**config.mk**
```make
export PLATFORM = sky130hd
export DESIGN_NAME = servo_slew_pulse_scheduler_unit
export DESIGN_NICKNAME = d
export VERILOG_FILES = /design/src/hw/rtl/ssps_pkg.sv /design/src/hw/rtl/ssps_map.sv /design/src/hw/rtl/servo_slew_pulse_scheduler_unit.sv
export SDC_FILE = /design/constraint.sdc
export NUM_CORES = 1
export LEC_CHECK = 0
export ABC_AREA = 1
export CAP_MARGIN = 10
export CORE_ASPECT_RATIO = 2
export CORE_MARGIN = 3
export CORE_UTILIZATION = 55
export CTS_CLUSTER_DIAMETER = 60
export CTS_CLUSTER_SIZE = 20
export DETAILED_ROUTE_END_ITERATION = 6
export DONT_BUFFER_PORTS = 1
export GPL_ROUTABILITY_DRIVEN = 0
export GPL_TIMING_DRIVEN = 0
export HOLD_SLACK_MARGIN = 0.15
export PLACE_DENSITY = 0.81
export SLEW_MARGIN = 20
export SYNTH_ARGS = -nofsm -noshare
export SYNTH_HDL_FRONTEND = slang
export SYNTH_SLANG_ARGS = --single-unit
```
**constraint.sdc**
```tcl
create_clock -name clock -period 10.85 [get_ports clock]
set_input_delay 1.085 -clock clock [delete_from_list [all_inputs] [get_ports clock]]
set_output_delay 1.085 -clock clock [all_outputs]
set_load 0.05 [all_outputs]
```
**src/hw/rtl/ssps_pkg.sv**
```systemverilog
// Shared types and constants for the servo slew pulse scheduler.
package ssps_pkg;

   // Field widths
   localparam int AngleWidth     = 8;
   localparam int PulseWidth     = 12;
   localparam int ElapsedWidth   = 16;
   localparam int ReqAngleWidth  = 16;

   // Serial mapper sizing: the magnitude product needs 20 bits
   localparam int ProdWidth      = 20;
   localparam int MulSteps       = AngleWidth;
   localparam int DivSteps       = ProdWidth;
   localparam int StepCountWidth = $clog2(DivSteps);
   localparam int SumWidth       = ProdWidth + 2;

   // Configuration port
   localparam int CsrAddrWidth   = 5;
   localparam int CsrDataWidth   = 32;
   localparam int RegIndexWidth  = 3;

   // Reset values
   localparam logic [AngleWidth-1:0]   ResetAngleLow   = 8'd0;
   localparam logic [AngleWidth-1:0]   ResetAngleHigh  = 8'd180;
   localparam logic [AngleWidth-1:0]   ResetCentre     = 8'd90;
   localparam logic [PulseWidth-1:0]   ResetPulseLow   = 12'd500;
   localparam logic [PulseWidth-1:0]   ResetPulseHigh  = 12'd2500;
   localparam logic [AngleWidth-1:0]   ResetStep       = 8'd10;
   localparam logic [ElapsedWidth-1:0] ResetHold       = 16'd500;
   localparam logic [AngleWidth-1:0]   ResetRefresh    = 8'd20;

   localparam logic [PulseWidth-1:0]   PulseMax        = '1;

   // Operation codes on the request tuser
   localparam logic OpTick = 1'b0;
   localparam logic OpSet  = 1'b1;

   // Register map indexes
   typedef enum logic [RegIndexWidth-1:0] {
      REG_ANGLE_LOW  = 3'd0,
      REG_ANGLE_HIGH = 3'd1,
      REG_CENTRE     = 3'd2,
      REG_PULSE_LOW  = 3'd3,
      REG_PULSE_HIGH = 3'd4,
      REG_STEP       = 3'd5,
      REG_HOLD       = 3'd6,
      REG_REFRESH    = 3'd7
   } csr_reg_type;

   // Mapper sequencer states
   typedef enum logic [1:0] {
      MAP_IDLE,
      MAP_MUL,
      MAP_DIV,
      MAP_DONE
   } map_state_type;

   // Mapping limits handed to the mapper
   typedef struct packed {
      logic [AngleWidth-1:0] angle_low;
      logic [AngleWidth-1:0] angle_high;
      logic [PulseWidth-1:0] pulse_low;
      logic [PulseWidth-1:0] pulse_high;
   } map_cfg_type;

   // Control from the scheduler to the mapper
   typedef struct packed {
      logic                  start;
      logic                  ack;
      logic [AngleWidth-1:0] angle;
   } map_ctrl_type;

   // Status from the mapper back to the scheduler
   typedef struct packed {
      logic                  idle;
      logic                  done;
      logic [PulseWidth-1:0] width;
   } map_status_type;

endpackage

```
**src/hw/rtl/ssps_map.sv**
```systemverilog
// Bit-serial angle to pulse width mapper: shift-add multiply, then restoring divide.
module ssps_map
   import ssps_pkg::*;
(
   input  logic           clock,
   input  logic           reset,
   input  map_cfg_type    cfg,
   input  map_ctrl_type   ctrl,
   output map_status_type sts
);

   map_state_type state_ff, state_in;

   logic [StepCountWidth-1:0] cnt_ff, cnt_in;
   logic [ProdWidth-1:0]      work_ff, work_in;
   logic [AngleWidth-1:0]     mplier_ff, mplier_in;
   logic [PulseWidth-1:0]     mcand_ff, mcand_in;
   logic [AngleWidth-1:0]     dvsr_ff, dvsr_in;
   logic [AngleWidth-1:0]     rem_ff, rem_in;
   logic                      neg_ff, neg_in;

   logic [AngleWidth:0]   diff_a, diff_d, neg_a, neg_d;
   logic [PulseWidth:0]   diff_b, neg_b;
   logic [AngleWidth:0]   rem_shift;
   logic                  q_bit;
   logic [SumWidth-1:0]   q_signed, w_sum;
   logic                  cnt_zero;

   // Operand differences and their magnitudes at start
   always_comb begin
      diff_a = {1'b0, ctrl.angle} - {1'b0, cfg.angle_low};
      diff_d = {1'b0, cfg.angle_high} - {1'b0, cfg.angle_low};
      diff_b = {1'b0, cfg.pulse_high} - {1'b0, cfg.pulse_low};
      neg_a  = -diff_a;
      neg_d  = -diff_d;
      neg_b  = -diff_b;
   end

   // One restoring division step
   always_comb begin
      rem_shift = {rem_ff, work_ff[ProdWidth-1]};
      q_bit     = (rem_shift >= {1'b0, dvsr_ff});
   end

   assign cnt_zero = (cnt_ff == '0);

   // Next state
   always_comb begin
      state_in = state_ff;
      case (state_ff)
         MAP_IDLE: begin
            if (ctrl.start) state_in = MAP_MUL;
         end
         MAP_MUL: begin
            if (cnt_zero) state_in = MAP_DIV;
         end
         MAP_DIV: begin
            if (cnt_zero) state_in = MAP_DONE;
         end
         MAP_DONE: begin
            if (ctrl.ack) state_in = MAP_IDLE;
         end
         default: state_in = MAP_IDLE;
      endcase
   end

   // Datapath next values
   always_comb begin
      cnt_in    = cnt_ff;
      work_in   = work_ff;
      mplier_in = mplier_ff;
      mcand_in  = mcand_ff;
      dvsr_in   = dvsr_ff;
      rem_in    = rem_ff;
      neg_in    = neg_ff;
      case (state_ff)
         MAP_IDLE: begin
            cnt_in    = StepCountWidth'(MulSteps - 1);
            work_in   = '0;
            rem_in    = '0;
            mplier_in = diff_a[AngleWidth] ? neg_a[AngleWidth-1:0] : diff_a[AngleWidth-1:0];
            mcand_in  = diff_b[PulseWidth] ? neg_b[PulseWidth-1:0] : diff_b[PulseWidth-1:0];
            dvsr_in   = diff_d[AngleWidth] ? neg_d[AngleWidth-1:0] : diff_d[AngleWidth-1:0];
            neg_in    = diff_a[AngleWidth] ^ diff_b[PulseWidth] ^ diff_d[AngleWidth];
         end
         MAP_MUL: begin
            // Most significant multiplier bit first
            work_in   = {work_ff[ProdWidth-2:0], 1'b0}
                      + (mplier_ff[AngleWidth-1] ? ProdWidth'(mcand_ff) : '0);
            mplier_in = {mplier_ff[AngleWidth-2:0], 1'b0};
            cnt_in    = cnt_zero ? StepCountWidth'(DivSteps - 1) : cnt_ff - 1'b1;
         end
         MAP_DIV: begin
            rem_in  = q_bit ? AngleWidth'(rem_shift - {1'b0, dvsr_ff})
                            : rem_shift[AngleWidth-1:0];
            work_in = {work_ff[ProdWidth-2:0], q_bit};
            cnt_in  = cnt_ff - 1'b1;
         end
         default: ;
      endcase
   end

   always_ff @(posedge clock) begin
      if (reset) begin
         state_ff <= MAP_IDLE;
      end else begin
         state_ff <= state_in;
      end
   end

   always_ff @(posedge clock) begin
      cnt_ff    <= cnt_in;
      work_ff   <= work_in;
      mplier_ff <= mplier_in;
      mcand_ff  <= mcand_in;
      dvsr_ff   <= dvsr_in;
      rem_ff    <= rem_in;
      neg_ff    <= neg_in;
   end

   // Apply the sign to the quotient, add the low pulse width and saturate
   always_comb begin
      q_signed = neg_ff ? -SumWidth'(work_ff) : SumWidth'(work_ff);
      w_sum    = q_signed + SumWidth'(cfg.pulse_low);
   end

   // Status outputs
   always_comb begin
      sts.idle = (state_ff == MAP_IDLE);
      sts.done = (state_ff == MAP_DONE);
      if (cfg.angle_high == cfg.angle_low) begin
         sts.width = cfg.pulse_low;
      end else if (w_sum[SumWidth-1]) begin
         sts.width = '0;
      end else if (w_sum > SumWidth'(PulseMax)) begin
         sts.width = PulseMax;
      end else begin
         sts.width = w_sum[PulseWidth-1:0];
      end
   end

endmodule

```
**src/hw/rtl/servo_slew_pulse_scheduler_unit.sv**
```systemverilog
// Top level of the servo slew pulse scheduler: registers, tick logic and item handshakes.
// A set item updates the target angle and gives no result item.
// A tick item raises its result item after a serial multiply and a restoring divide in
// the width mapper and the load of the output register, which waits for a free result slot.
// The mapper takes no new request item until its result has been handed to the output register.
// Reset (synchronous, active high) loads register defaults, centers the angles, clears counters.
module servo_slew_pulse_scheduler_unit
   import ssps_pkg::*;
(
   input  logic                     clock,
   input  logic                     reset,
   // Request channel
   input  logic                     req_tvalid,
   output logic                     req_tready,
   input  logic [ReqAngleWidth-1:0] req_tdata,   // [15:0] requested_angle
   input  logic                     req_tuser,   // [0] op
   // Result channel
   output logic                     rsp_tvalid,
   input  logic                     rsp_tready,
   output logic [23:0]              rsp_tdata,   // [0] pulse_fire, [12:1] pulse_width_us,
                                                 // [20:13] present_angle, [21] moving,
                                                 // [22] train_stopped, [23] zero
   // Configuration port
   input  logic                     csr_psel,
   input  logic                     csr_penable,
   input  logic                     csr_pwrite,
   input  logic [CsrAddrWidth-1:0]  csr_paddr,
   input  logic [CsrDataWidth-1:0]  csr_pwdata,
   output logic [CsrDataWidth-1:0]  csr_prdata,
   output logic                     csr_pready
);

   // Configuration registers
   logic [AngleWidth-1:0]   angle_low_ff, angle_high_ff, centre_ff;
   logic [PulseWidth-1:0]   pulse_low_ff, pulse_high_ff;
   logic [AngleWidth-1:0]   step_ff, refresh_ff;
   logic [ElapsedWidth-1:0] hold_ff;

   // Scheduler state
   logic [AngleWidth-1:0]   cur_ff, cur_in;
   logic [AngleWidth-1:0]   tgt_ff, tgt_in;
   logic                    reached_ff, reached_in;
   logic [ElapsedWidth-1:0] since_step_ff, since_step_in;
   logic [ElapsedWidth-1:0] since_refresh_ff, since_refresh_in;
   logic [ElapsedWidth-1:0] since_arrival_ff, since_arrival_in;
   logic                    fire_ff, fire_in;
   logic                    stopped_ff, stopped_in;

   // Output register
   logic                    rsp_valid_ff;
   logic [23:0]             rsp_data_ff;

   logic                    req_accept, tick_accept, set_accept, csr_write;
   logic signed [ReqAngleWidth:0] req_angle_ext;
   logic [RegIndexWidth-1:0]      csr_index;

   map_cfg_type    map_cfg;
   map_ctrl_type   map_ctrl;
   map_status_type map_sts;

   assign csr_pready  = 1'b1;
   assign csr_write   = csr_psel & csr_penable & csr_pwrite & csr_pready;
   assign csr_index   = csr_paddr[CsrAddrWidth-1:2];

   assign req_tready  = map_sts.idle;
   assign req_accept  = req_tvalid & req_tready;
   assign tick_accept = req_accept & (req_tuser == OpTick);
   assign set_accept  = req_accept & (req_tuser == OpSet);

   // Configuration writes
   always_ff @(posedge clock) begin
      if (reset) begin
         angle_low_ff  <= ResetAngleLow;
         angle_high_ff <= ResetAngleHigh;
         centre_ff     <= ResetCentre;
         pulse_low_ff  <= ResetPulseLow;
         pulse_high_ff <= ResetPulseHigh;
         step_ff       <= ResetStep;
         hold_ff       <= ResetHold;
         refresh_ff    <= ResetRefresh;
      end else if (csr_write) begin
         case (csr_reg_type'(csr_index))
            REG_ANGLE_LOW:  angle_low_ff  <= csr_pwdata[AngleWidth-1:0];
            REG_ANGLE_HIGH: angle_high_ff <= csr_pwdata[AngleWidth-1:0];
            REG_CENTRE:     centre_ff     <= csr_pwdata[AngleWidth-1:0];
            REG_PULSE_LOW:  pulse_low_ff  <= csr_pwdata[PulseWidth-1:0];
            REG_PULSE_HIGH: pulse_high_ff <= csr_pwdata[PulseWidth-1:0];
            REG_STEP:       step_ff       <= csr_pwdata[AngleWidth-1:0];
            REG_HOLD:       hold_ff       <= csr_pwdata[ElapsedWidth-1:0];
            REG_REFRESH:    refresh_ff    <= csr_pwdata[AngleWidth-1:0];
            default: ;
         endcase
      end
   end

   // Configuration reads
   always_comb begin
      case (csr_reg_type'(csr_index))
         REG_ANGLE_LOW:  csr_prdata = CsrDataWidth'(angle_low_ff);
         REG_ANGLE_HIGH: csr_prdata = CsrDataWidth'(angle_high_ff);
         REG_CENTRE:     csr_prdata = CsrDataWidth'(centre_ff);
         REG_PULSE_LOW:  csr_prdata = CsrDataWidth'(pulse_low_ff);
         REG_PULSE_HIGH: csr_prdata = CsrDataWidth'(pulse_high_ff);
         REG_STEP:       csr_prdata = CsrDataWidth'(step_ff);
         REG_HOLD:       csr_prdata = CsrDataWidth'(hold_ff);
         REG_REFRESH:    csr_prdata = CsrDataWidth'(refresh_ff);
         default:        csr_prdata = '0;
      endcase
   end

   assign req_angle_ext = {req_tdata[ReqAngleWidth-1], req_tdata};

   // Set and tick updates of the scheduler state
   always_comb begin
      cur_in           = cur_ff;
      tgt_in           = tgt_ff;
      reached_in       = reached_ff;
      since_step_in    = since_step_ff;
      since_refresh_in = since_refresh_ff;
      since_arrival_in = since_arrival_ff;
      fire_in          = fire_ff;
      stopped_in       = stopped_ff;
      if (set_accept) begin
         // Clamp the signed request into the limits, low limit checked first
         if (req_angle_ext < $signed({{(ReqAngleWidth-AngleWidth+1){1'b0}}, angle_low_ff})) begin
            tgt_in = angle_low_ff;
         end else if (req_angle_ext >
                      $signed({{(ReqAngleWidth-AngleWidth+1){1'b0}}, angle_high_ff})) begin
            tgt_in = angle_high_ff;
         end else begin
            tgt_in = req_tdata[AngleWidth-1:0];
         end
      end else if (tick_accept) begin
         // Saturating elapsed counters
         since_step_in    = (since_step_ff == '1) ? since_step_ff : since_step_ff + 1'b1;
         since_refresh_in = (since_refresh_ff == '1) ? since_refresh_ff
                                                     : since_refresh_ff + 1'b1;
         since_arrival_in = (since_arrival_ff == '1) ? since_arrival_ff
                                                     : since_arrival_ff + 1'b1;
         // Slew one degree per step interval, or mark the arrival
         if (cur_ff != tgt_ff) begin
            if (since_step_in >= ElapsedWidth'(step_ff)) begin
               since_step_in = '0;
               cur_in = (tgt_ff > cur_ff) ? cur_ff + 1'b1 : cur_ff - 1'b1;
            end
            reached_in = 1'b0;
         end else if (!reached_ff) begin
            reached_in       = 1'b1;
            since_arrival_in = '0;
         end
         // Hold window and refresh pulse
         stopped_in = reached_in & (since_arrival_in >= hold_ff);
         fire_in    = !stopped_in && (since_refresh_in >= ElapsedWidth'(refresh_ff));
         if (fire_in) since_refresh_in = '0;
      end
   end

   always_ff @(posedge clock) begin
      if (reset) begin
         cur_ff           <= ResetCentre;
         tgt_ff           <= ResetCentre;
         reached_ff       <= 1'b0;
         since_step_ff    <= '0;
         since_refresh_ff <= '0;
         since_arrival_ff <= '0;
      end else begin
         cur_ff           <= cur_in;
         tgt_ff           <= tgt_in;
         reached_ff       <= reached_in;
         since_step_ff    <= since_step_in;
         since_refresh_ff <= since_refresh_in;
         since_arrival_ff <= since_arrival_in;
      end
   end

   always_ff @(posedge clock) begin
      fire_ff    <= fire_in;
      stopped_ff <= stopped_in;
   end

   // Width mapper
   assign map_cfg.angle_low  = angle_low_ff;
   assign map_cfg.angle_high = angle_high_ff;
   assign map_cfg.pulse_low  = pulse_low_ff;
   assign map_cfg.pulse_high = pulse_high_ff;

   assign map_ctrl.start = tick_accept;
   assign map_ctrl.angle = cur_in;
   assign map_ctrl.ack   = map_sts.done & (!rsp_valid_ff | rsp_tready);

   ssps_map u_map (
      .clock (clock),
      .reset (reset),
      .cfg   (map_cfg),
      .ctrl  (map_ctrl),
      .sts   (map_sts)
   );

   // Output register: loads when the mapper finishes and the slot is free or draining
   always_ff @(posedge clock) begin
      if (reset) begin
         rsp_valid_ff <= 1'b0;
      end else if (map_ctrl.ack) begin
         rsp_valid_ff <= 1'b1;
      end else if (rsp_tready) begin
         rsp_valid_ff <= 1'b0;
      end
   end

   always_ff @(posedge clock) begin
      if (map_ctrl.ack) begin
         rsp_data_ff <= {1'b0, stopped_ff, (cur_ff != tgt_ff), cur_ff, map_sts.width, fire_ff};
      end
   end

   assign rsp_tvalid = rsp_valid_ff;
   assign rsp_tdata  = rsp_data_ff;

   // A tick item occupies the mapper, so no item is taken in the next cycle
   assert property (@(posedge clock) disable iff (reset)
      tick_accept |=> !req_tready)
      else $error("request taken while the mapper works on a tick");

   // A result item only appears after the mapper has finished
   assert property (@(posedge clock) disable iff (reset)
      $rose(rsp_tvalid) |-> $past(map_sts.done))
      else $error("result item raised without a finished mapping");

   // The current angle moves by at most one degree per cycle outside reset
   assert property (@(posedge clock) disable iff (reset)
      !$past(reset) |-> (cur_ff == $past(cur_ff)) ||
                        (cur_ff == $past(cur_ff) + 8'd1) ||
                        (cur_ff == $past(cur_ff) - 8'd1))
      else $error("current angle jumped by more than one degree");

endmodule
```
Yosys cells after proc, flatten, opt, wreduce, memory -nomap -nowiden
Cells that the tools add are included.

Add/sub/neg operators: 16. Order comparisons: 8. Equality and inequality tests: 19. Multiplexer cells: 42. Bitwise logic cells: 12. Reduce and logical (&&, ||, !) cells: 20.

Operator list (number): $pmux W32 S8 (1); $mux W16 (10); $mux W8 (10); $mux W12 (5); $pmux W20 S3 (1); $add A16 B1 Y16 const B (3); $eq A16 B16 Y1 const B (3); $ge A16 B8 Y1 (2); $pmux W8 S2 (2); $add A22 B12 Y22 (1); $gt A22 B12 Y1 const B (1); $mux W22 (1); $neg A20 Y22 (1); $add A20 B20 Y20 (1); $reduce_and A2 Y1 (9); $sub A8 B8 Y9 (2); $ge A16 B16 Y1 (1); $gt A16 B9 Y1 (1); $lt A16 B9 Y1 (1); $neg A8 Y8 (2); $pmux W5 S3 (1); $sub A12 B12 Y13 (1); $eq A3 B3 Y1 const B (4); $neg A12 Y12 (1); other kinds (30) (52).

Register bits: 235. Bits of input ports: 61.

Logic depth before layout (Yosys ltp)
Depth after elaboration: 11. Mapped depth: 33.

Hierarchy
A second synthesis with hierarchy kept.

Cell total of the unflattened synthesis: 2380. Area total of the unflattened synthesis: 17245.3 µm².

Modules (own cells, without submodules): servo_slew_pulse_scheduler_unit (instances 1, cells each 1376, area each 10023.4 µm²); ssps_map (instances 1, cells each 1004, area each 7221.9 µm²).

Worst setup path after synthesis
No wires, ideal clock.

Kind: register to register. From: register since_step_ff[0]. To: register u_map.mplier_ff[4] (data pin). Library setup time: 0.265 ns. Data arrival time: 4.257 ns. Data required time: 10.585 ns. Path slack: 6.328 ns. Stages on the path, launching flop included: 29. Path buffers: 0. Clock period less this slack: 4.522 ns. Cells stage by stage: dfxtp_1 > ha_1 > nand2_1 > nor3_4 > nand3b_2 > nor2_1 > nor2_1 > xor2_1 > ha_1 > a21oi_1 > o21ai_0 > a21oi_1 > nand4_2 > nand3_2 > inv_4 > nand3_1 > o21ai_0 > ha_1 > a21oi_1 > nand2_1 > a21oi_1 > o21ai_1 > nand2_1 > nand2_1 > a21oi_1 > inv_1 > or2_1 > xor2_1 > o21ai_1.

Cells in the longest elaborated chain, start to end: 11.

RTL lines: start: declaration (RTL line servo_slew_pulse_scheduler_unit.sv:43) `logic [ElapsedWidth-1:0] since_step_ff, since_step_in;`; start signal: assignment (RTL line servo_slew_pulse_scheduler_unit.sv:170) `since_step_ff <= since_step_in;`; $add A16 B1 Y16 / $eq A16 B16 Y1 (equally long branches) (RTL line servo_slew_pulse_scheduler_unit.sv:135) `since_step_in = (since_step_ff == '1) ? since_step_ff : since_step_ff + 1'b1;`; $mux W16 (*) (RTL line servo_slew_pulse_scheduler_unit.sv:135); $ge A16 B8 Y1 (*) (RTL line servo_slew_pulse_scheduler_unit.sv:142) `if (since_step_in >= ElapsedWidth'(step_ff)) begin`; $mux W8 (*) (RTL line servo_slew_pulse_scheduler_unit.sv:142); $mux W8 (*) (RTL line servo_slew_pulse_scheduler_unit.sv:141) `if (cur_ff != tgt_ff) begin`; $mux W8 (*) (RTL line servo_slew_pulse_scheduler_unit.sv:133) `end else if (tick_accept) begin`; $mux W8 (*) (RTL line servo_slew_pulse_scheduler_unit.sv:123) `if (set_accept) begin`; via cur_in[3] (RTL line servo_slew_pulse_scheduler_unit.sv:40) `logic [AngleWidth-1:0] cur_ff, cur_in;`; $sub A8 B8 Y9 (*) (RTL line ssps_map.sv:31) `diff_a = {1'b0, ctrl.angle} - {1'b0, cfg.angle_low};`; $neg A8 Y8 (RTL line ssps_map.sv:34) `neg_a = -diff_a;`; $mux W8 (*) (RTL line ssps_map.sv:81) `mplier_in = diff_a[AngleWidth] ? neg_a[AngleWidth-1:0] : diff_a[AngleWidth-1:0];`; $pmux W8 S2 (*) (RTL line ssps_map.sv:76) `case (state_ff)`; via u_map.mplier_in[4] (RTL line ssps_map.sv:16) `logic [AngleWidth-1:0] mplier_ff, mplier_in;`; end signal: assignment (RTL line ssps_map.sv:114) `mplier_ff <= mplier_in;`; end: declaration (RTL line ssps_map.sv:16).

The timed path passes the listed nets; every way through them passes the cells marked *. A chain may end at the register's enable or synchronous reset.

Worst setup path after layout
Same ends and word-level chain as after synthesis.

==> results_dict.tcl <==
set metrics [dict create \
    worstPathArrival_ns 6.15 \
    io_pins 120 \
    wl_per_cell_microns 18.43 \
    synth_top_family_by_area "simple AND/OR/NAND/NOR gates" \
    core_sq_um 29510 \
    synth-xor-area-share_pct 5.149 \
    max_freq_ghz 0.1699 \
    place_ws_ns 5.095 \
    worst_slack_ns 4.964 \
    yosysMostFrequentCell "nand2_1" \
    power.internal_mw 1.872 \
    clk-insertion-delay-late_ns 0.53 \
    route.detailed.drc 0 \
    cp_common_cell "a21oi_1" \
    std_cell_rows 89 \
    clkSinkCount 235 \
    skew_ns 0.04251 \
    irDropWorstVdd_v 0.0001496 \
    dp_hpwl_mm 39.38 \
    hp-class "flip-flop to flip-flop" \
    ctsHoldBuffers 0 \
    cp_slowest_cell "o21ai_0" \
    multiInputGateArea_sq_um 9420 \
    synth_top_flop_cell "dfxtp_1" \
    power_frac_comb_pct 45.8 \
    rsz0062_at_grt "false" \
    fin_crit_ns 5.886 \
    viasPerCell 5.940 \
    layout-drive-gt1-share_pct 4.462 \
    async_reset_ff_share_pct 0 \
    grt_pass1_vias 15543 \
    status "complete, no violations" \
    drt-initial-drc-count 1204 \
    firstDrtPassIters 7 \
    synth_edf_count 87 \
    total_power_mw 3.330 \
    antenna_found_initial 2 \
    post-synth-top-area-cell "dfxtp_1" \
    synth_area_per_cell_sq_um 7.236 \
    swShare_pct 43.78 \
    grt_first_pass_wirelength_mm 77.54 \
    end_kind "flip-flop" \
    grt_max_degree 26 \
    p_seq_share_pct 35.4 \
    p_per_area_nw_per_um2 188.4 \
    seq_area_frac_synth_pct 33.79 \
    maxCapViolCount 0 \
    cts_resized 0 \
    cts_buffers 16 \
    fin_tns_setup_ns 0 \
    syn_inst 2280 \
    maxSlewHeadroom_pct 16.78 \
    clkPwrFrac_pct 18.8 \
    wirelength_mm 49.70 \
    cts_setup_buffers 0 \
    nNetsFinal 2523 \
    ys_top_cells_by_area "dfxtp_1 18%, edfxtp_1 16%, nand2_1 11%, ha_1 10%, a21oi_1 7.4%" \
    cts.reportedPaths.clkPinSlew_ns 0.09 \
    die_height_microns 250.9 \
    cpPeakStageDelay_ns 0.46 \
    dr_total_vias 16021 \
    final_max_slew_viol_count 0 \
    htree_levels 1 \
    synth_simple_gate_area_share_pct 23.40 \
    grt_usage_pct 30.22 \
    dieArea_sq_um 32240 \
    syn_area_sq_um 16500 \
    start_util_pct 55.91 \
    leakage_nw 7.809 \
    critPathKind "flip-flop to flip-flop" \
    critPathLaunchType "flip-flop" \
    clockBufferDepth 3 \
    grt-ovfl-total 0 \
    port_buffers 0 \
    register_area_sq_um 5575 \
    ys.warnings.count 0 \
    timing.final.crit_share_pct 54.25 \
    tightestPinTransition_ns 1.243 \
    crit_required_ns 11.11 \
    synth_compound_area_share_pct 16.97 \
    die_w_microns 128.5 \
    yosysUniqueCellTypes 59 \
    path_max_fanout 10 \
    ys_seq_elements 235 \
    cts_root_buffer "clkbuf_16" \
    syn_to_final_growth_pct 7.106 \
    cts_tree "done" \
    finish.utilization_pct 59.88 \
    synthAdderAreaFrac_pct 10.94 \
    antenna_left 0 \
    p_switching_mw 1.458 \
    hold_viol_final 0 \
    synth_top_area_share_pct 17.96 \
    synth_common_cells "494 x nand2_1, 303 x inv_1, 243 x a21oi_1" \
    setup_violations 0 \
    nFillCells 2597 \
    synth.mux.area_fraction_pct 0 \
]
## kinds of logic (layout without fill, tap and decap cells)
family	Yosys count	after routing
AND/OR/NAND/NOR	908	908
AO/OA/AOI/OAI	504	504
buffers and inverters	394	429
flip-flops	235	235
adder cells (fa/ha/maj)	140	140
XOR/XNOR	97	97
other	2	20
## power groups by stage
stage | Combinational (mW) | Sequential, mW | Clock (mW)
detailed placement | 1.49 | 1.20 | 0
floorplan | 1.12 | 1.17 | 0
global route | 1.71 | 1.19 | 0.651
global placement | 1.43 | 1.20 | 0
CTS | 1.50 | 1.18 | 0.626
finish | 1.53 | 1.18 | 0.625
## placed cells by master, fill, tap and decap left out, types with 18 or more instances in the layout
master | synthesis | routed
nor3_1 | 42 | 42
xnor2_1 | 30 | 30
clkbuf_1 | 52 | 59
o211ai_1 | 29 | 29
nand4_1 | 27 | 27
nor2_1 | 181 | 181
a21oi_1 | 243 | 242
buf_4 | 20 | 21
edfxtp_1 | 87 | 87
nand3_1 | 117 | 117
o21ai_0 | 160 | 160
nand2_1 | 494 | 494
xor2_1 | 67 | 67
conb_1 | 2 | 18
ha_1 | 133 | 132
inv_1 | 303 | 303
dfxtp_1 | 148 | 148
## path summary, 6_finish.rpt
check / from / endpoint / slack [ns] / depth (start not counted)
worst max register to register: since_step_ff[0] / u_map.mplier_ff[4] / 4.96 / 27
worst min register to register: fire_ff / rsp_tdata[0] / 0.45 / 0
worst max-delay path: since_step_ff[0] / u_map.mplier_ff[4] / 4.96 / 27
worst min-delay path: fire_ff / rsp_tdata[0] / 0.45 / 0
## critical path: cells and delay by family (launching register included)
kind	cells	cell delay (ns)
adder cells (fa/ha/maj)	3	0.88
buffers and inverters	2	0.30
XOR/XNOR	2	0.36
AO/OA/AOI/OAI	9	1.81
flip-flops	1	0.44
AND/OR/NAND/NOR	11	1.84
## registers in the layout, summed over array words and instances (netlist names), 12 cells and up
register / flops
hold_ff: 16
pulse_high_ff: 12
pulse_low_ff: 12
rsp_tdata: 23
since_arrival_ff: 16
since_refresh_ff: 16
since_step_ff: 16
u_map.mcand_ff: 12
u_map.work_ff: 20
## cell type report
class,count,share of cell area [%]
antenna,2,0.02832
sequential,235,31.55
inverter,310,6.599
multi-input combinational,1667,53.31
clock buffer,24,2.556
timing repair buffer,8,0.7435
buffer,84,2.464
clock inverter,3,0.1699
tap,364,2.577
## metal layers
layer	global-route usage, %	routed length, microns	vias up
li1	-	-	7661
met1	27.73	15410	7277
met2	55.22	25440	772
met3	6.315	3839	311
met4	24.98	5006	0
met5	0	0	-
## metrics by stage
stage               hold slack [ns]  cells  cell area, sq um
floorplan                    0.4003   2296             16560
global placement             0.4154   2660             17010
detailed placement           0.4179   2662             17110
CTS                          0.4531   2689             17590
global route                 0.4532   2695             17670
finish                       0.4476   2697             17670
(Power assumes the default switching activity.)
